### src/hw/rtl/ypbpr_pkg.sv
`timescale 1ns / 1ps

package ypbpr_pkg;

    localparam int SAMPLE_W = 16;
    localparam int OUT_W    = 17;
    localparam int FRAC_W   = 16;
    localparam int COEF_W   = 21;
    // signed weighted sum in units of 1e-6, |sum| <= 1e6 * 65535
    localparam int WSUM_W   = 37;
    // 1e6 * max_sample and all magnitudes and remainders
    localparam int DEN_W    = 36;
    // floor(mag * 2^17 / den) reaches 2^17
    localparam int QUO_W    = FRAC_W + 2;
    localparam int NUM_CH   = 3;

    localparam logic [SAMPLE_W-1:0] MAX_SAMPLE_RESET = 16'd255;
    localparam logic [19:0]         WEIGHT_ONE       = 20'd1000000;
    localparam logic [DEN_W-1:0]    DEN_RESET        = 36'd255000000;

    typedef logic [SAMPLE_W-1:0]        sample_t;
    typedef logic [DEN_W-1:0]           mag_t;
    typedef logic signed [WSUM_W-1:0]   wsum_t;
    typedef logic [QUO_W-1:0]           quo_t;
    typedef logic signed [COEF_W-1:0]   coef_t;

    // rows: y, pb, pr; columns: red, green, blue
    localparam coef_t WEIGHT [NUM_CH][NUM_CH] = '{
        '{ 21'sd299000,  21'sd587000,  21'sd114000},
        '{-21'sd168736, -21'sd331264,  21'sd500000},
        '{ 21'sd500000, -21'sd418688, -21'sd81312}
    };

endpackage

### src/hw/rtl/ypbpr_weight.sv
`timescale 1ns / 1ps

module ypbpr_weight
    import ypbpr_pkg::*;
(
    input  logic                     clk,
    input  logic                     rst_n,
    input  sample_t                  max_eff,
    input  logic                     in_valid,
    output logic                     in_stall,
    input  sample_t                  red_in,
    input  sample_t                  green_in,
    input  sample_t                  blue_in,
    output logic                     out_valid,
    input  logic                     out_stall,
    output mag_t [NUM_CH-1:0]        mag,
    output logic [NUM_CH-1:0]        neg
);

    localparam int STAGES = 4;

    logic [STAGES-1:0] valid_reg;
    logic [STAGES-1:0] valid_next;
    logic [STAGES:0]   adv;

    sample_t           samp_reg  [NUM_CH];
    sample_t           samp_next [NUM_CH];
    wsum_t             prod_reg  [NUM_CH][NUM_CH];
    wsum_t             prod_next [NUM_CH][NUM_CH];
    wsum_t             sum_reg   [NUM_CH];
    wsum_t             sum_next  [NUM_CH];
    wsum_t             sum_neg   [NUM_CH];
    mag_t              mag_reg   [NUM_CH];
    mag_t              mag_next  [NUM_CH];
    logic [NUM_CH-1:0] neg_reg;
    logic [NUM_CH-1:0] neg_next;

    // a stage moves when it is empty or the one after it moves
    always_comb
    begin
        adv[STAGES] = !out_stall;
        for (int k = STAGES - 1; k >= 0; k--)
        begin
            adv[k] = !valid_reg[k] || adv[k+1];
        end
        for (int k = 0; k < STAGES; k++)
        begin
            if (k == 0)
            begin
                valid_next[k] = in_valid;
            end
            else
            begin
                valid_next[k] = valid_reg[k-1];
            end
        end
    end

    assign in_stall  = !adv[0];
    assign out_valid = valid_reg[STAGES-1];

    always_comb
    begin
        // saturate samples to the maximum
        samp_next[0] = (red_in   > max_eff) ? max_eff : red_in;
        samp_next[1] = (green_in > max_eff) ? max_eff : green_in;
        samp_next[2] = (blue_in  > max_eff) ? max_eff : blue_in;

        for (int c = 0; c < NUM_CH; c++)
        begin
            for (int j = 0; j < NUM_CH; j++)
            begin
                prod_next[c][j] =
                    $signed({{(WSUM_W - SAMPLE_W){1'b0}}, samp_reg[j]}) *
                    $signed({{(WSUM_W - COEF_W){WEIGHT[c][j][COEF_W-1]}}, WEIGHT[c][j]});
            end
            sum_next[c] = prod_reg[c][0] + prod_reg[c][1] + prod_reg[c][2];
            sum_neg[c]  = -sum_reg[c];
            neg_next[c] = sum_reg[c][WSUM_W-1];
            mag_next[c] = neg_next[c] ? sum_neg[c][DEN_W-1:0] : sum_reg[c][DEN_W-1:0];
        end
    end

    always_ff @(posedge clk or negedge rst_n)
    begin
        if (!rst_n)
        begin
            valid_reg <= '0;
        end
        else
        begin
            for (int k = 0; k < STAGES; k++)
            begin
                if (adv[k])
                begin
                    valid_reg[k] <= valid_next[k];
                end
            end
        end
    end

    always_ff @(posedge clk)
    begin
        for (int c = 0; c < NUM_CH; c++)
        begin
            if (adv[0])
            begin
                samp_reg[c] <= samp_next[c];
            end
            if (adv[1])
            begin
                for (int j = 0; j < NUM_CH; j++)
                begin
                    prod_reg[c][j] <= prod_next[c][j];
                end
            end
            if (adv[2])
            begin
                sum_reg[c] <= sum_next[c];
            end
            if (adv[3])
            begin
                mag_reg[c] <= mag_next[c];
                neg_reg[c] <= neg_next[c];
            end
        end
    end

    always_comb
    begin
        for (int c = 0; c < NUM_CH; c++)
        begin
            mag[c] = mag_reg[c];
        end
    end

    assign neg = neg_reg;

endmodule

### config.mk
export PLATFORM = sky130hd
export DESIGN_NAME = ypbpr_weight
export DESIGN_NICKNAME = d
export VERILOG_FILES = /design/src/hw/rtl/ypbpr_pkg.sv /design/src/hw/rtl/ypbpr_weight.sv
export SDC_FILE = /design/constraint.sdc
export NUM_CORES = 2
export LEC_CHECK = 0
export BUFFER_PORTS_ARGS = -buffer_cell sky130_fd_sc_hd__buf_2
export CAP_MARGIN = 25
export CORE_MARGIN = 4
export CORE_UTILIZATION = 35
export CTS_CLUSTER_SIZE = 20
export DETAILED_ROUTE_END_ITERATION = 8
export GPL_ROUTABILITY_DRIVEN = 0
export PLACE_DENSITY = 0.51
export SETUP_SLACK_MARGIN = 0.05
export SYNTH_ARGS = -nofsm -noshare
export SYNTH_HDL_FRONTEND = slang
export SYNTH_SLANG_ARGS = --single-unit
export TNS_END_PERCENT = 50
### constraint.sdc
create_clock -name clk -period 7.2 [get_ports clk]
set_input_delay 0.36 -clock clk [delete_from_list [all_inputs] [get_ports clk]]
set_output_delay 0.36 -clock clk [all_outputs]
set_load 0.03 [all_outputs]
==> impl_metrics.tcl <==
set metrics [dict create \
    multi_input_area_um2 41100 \
    yosysWarnings 0 \
    synth_seq_cells 508 \
    core_area_um2 172000 \
    fin_skew_ns 0.0391 \
    cts_inserted_buffers 66 \
    fmax_ghz 0.150 \
    fin_crit_sh_pct 92.9 \
    portBuffers 167 \
    vias 41062 \
    tightest_slew_ns 1.12 \
    clk_pin_slew_ns 0.06 \
    ys_types 70 \
    max_cap_violations 0 \
    n_fill_cell 16898 \
    clk_latency_ns 0.69 \
    startpoint_type "flip-flop" \
    final_common_cell "inv_1" \
    overflow 0 \
    synth.yosys.seq_area_share_pct 25.0 \
    whs_ns 0.0798 \
    slew_viol_final 0 \
    final_cell_mix "inv_1, ha_1, fa_1" \
    syn_area_per_cell_um2 10.9 \
    synth_async_sr_flop_share_pct 0.787 \
    setup_viol 0 \
    cts.hold.buffers_added 40 \
    hold_path.class "primary input to flip-flop" \
    cts_sinks 508 \
    die_area_um2 181000 \
    cp-end-kind "flip-flop" \
    crit_fanout 13 \
    rows 152 \
    cts_buffer_depth 3 \
    drt_iter0_markers 2736 \
    status "finished clean" \
    grt.total_usage_pct 20.2 \
    syn_inst 5579 \
    post_cts_buffers 0 \
    worstSetupPathType "flip-flop to flip-flop" \
    worstPathRequired_ns 7.63 \
    relSlewSlack_pct 24.4 \
    boundaryPins 181 \
    grt_pass1_vias 42691 \
    post_cts_resized 0 \
    viasPerCell 4.97 \
    rsz0062_at_grt "no" \
    htreeDepth 3 \
    die_height_um 425 \
    drive_above_1_share_pct 6.91 \
    largest_reg_flops 262 \
    netlist_area_um2 60800 \
    crit_arrival_ns 7.12 \
    grt_pass1_wl_um 272000 \
    firstDrtPassIters 8 \
    cts_tree "yes" \
    dpl.hpwl_um 157000 \
    antenna_found_initial 16 \
    placed_area_um2 65100 \
    die_w_um 425 \
    period_needed_ns 6.69 \
    drc 0 \
    ant_nets 0 \
    finalHoldViolations 0 \
    initial_core_util_pct 35.3 \
    wl_per_cell_um 21.9 \
    drt_wl_total_um 181000 \
    nNetsFinal 7780 \
    fin_tns_setup_ns 0 \
    grt_max_degree 116 \
    register_area_um2 15200 \
    cts-root-buf "clkbuf_16" \
    area_growth_syn_to_layout_pct 11.2 \
    synth_ff_type "edfxtp_1" \
    fin_area_um2 67700 \
    synth-edff-count 504 \
]
## path summary, 6_finish.rpt
path	startpoint	slack, ns	cells after the start	endpoint
worst max-delay path	samp_reg[0][3]	0.51	22	prod_reg[0][98]
worst min-delay path	green_in[7]	0.08	3	samp_reg[0][23]
worst max register to register	samp_reg[0][3]	0.51	22	prod_reg[0][98]
worst min register to register	valid_reg[2]	0.45	1	valid_reg[3]
max in group asynchronous	rst_n	6.43	3	valid_reg[2]
min in group asynchronous	rst_n	0.60	3	valid_reg[0]
## layer usage
| metal | vias up | wire length (um) | part of all wire [%] | track usage (%) |
|---|---|---|---|---|
| met5 | - | 13 | 0.0072 | 0 |
| met4 | 2 | 4460 | 2.5 | 5.29 |
| met3 | 165 | 9560 | 5.3 | 3.16 |
| met2 | 999 | 82000 | 45 | 32.4 |
| met1 | 20456 | 84600 | 47 | 28.5 |
| li1 | 19440 | - | - | - |
## Yosys cell counts, types with 40 or more instances
| library cell | instances | share of area (%) |
|---|---|---|
| inv_1 | 1162 | 7.2 |
| clkbuf_1 | 40 | 0.25 |
| xor2_1 | 105 | 1.5 |
| nand3_1 | 62 | 0.51 |
| nand2b_1 | 49 | 0.50 |
| ha_1 | 1099 | 23 |
| a21oi_1 | 278 | 2.3 |
| o21ai_0 | 206 | 1.7 |
| nor2_1 | 145 | 0.89 |
| nor3_1 | 48 | 0.39 |
| fa_1 | 711 | 23 |
| nand2_1 | 191 | 1.2 |
| edfxtp_1 | 504 | 25 |
| a21o_1 | 155 | 1.9 |
| o21bai_1 | 58 | 0.72 |
| xnor2_1 | 279 | 4.0 |
## layout make-up
cell class | count | area share [%]
inverter | 1164 | 6.46
sequential | 508 | 22.5
tap | 2310 | 4.27
multi-input combinational | 3865 | 60.7
antenna | 7 | 0.0259
clock inverter | 39 | 0.703
clock buffer | 77 | 2.50
timing repair buffer | 297 | 2.84
## stage by stage
stage	util, %	worst slack [ns]	cells
4_1_cts	39.3	0.524	8259
5_1_grt	39.3	0.166	8261
3_3_place_gp	37.8	0.529	8101
2_1_floorplan	-	0.191	5591
6_report	39.3	0.514	8267
3_5_place_dp	37.8	0.505	8103
## logic make-up after synthesis
| family | Yosys count | share of synthesized area (%) |
|---|---|---|
| compound gates | 940 | 9.80 |
| flops | 508 | 25.0 |
| other cells | 1 | 0.00616 |
| mux | 21 | 0.385 |
| xor+xnor | 384 | 5.53 |
| fa+ha+maj | 1810 | 46.0 |
| buf+inv | 1218 | 7.60 |
| simple gates | 697 | 5.65 |
## critical path: stages, from the launching register on
cell	delay, ns
edfxtp_1	0.71
fa_1	0.81
inv_1	0.10
fa_1	0.45
inv_1	0.06
ha_1	0.14
inv_1	0.05
fa_1	0.49
inv_1	0.06
fa_1	0.53
inv_1	0.05
fa_1	0.47
inv_1	0.04
ha_1	0.32
o21ai_0	0.09
nand2b_1	0.09
and3_1	0.18
a221o_1	0.45
a21oi_1	0.41
o21ai_0	0.27
nor4b_1	0.23
o41ai_1	0.37
xnor2_1	0.10
Power is left out: the tool's default activity adds up to more than one toggle a clock period on the data nets, which glitch-free logic cannot reach.
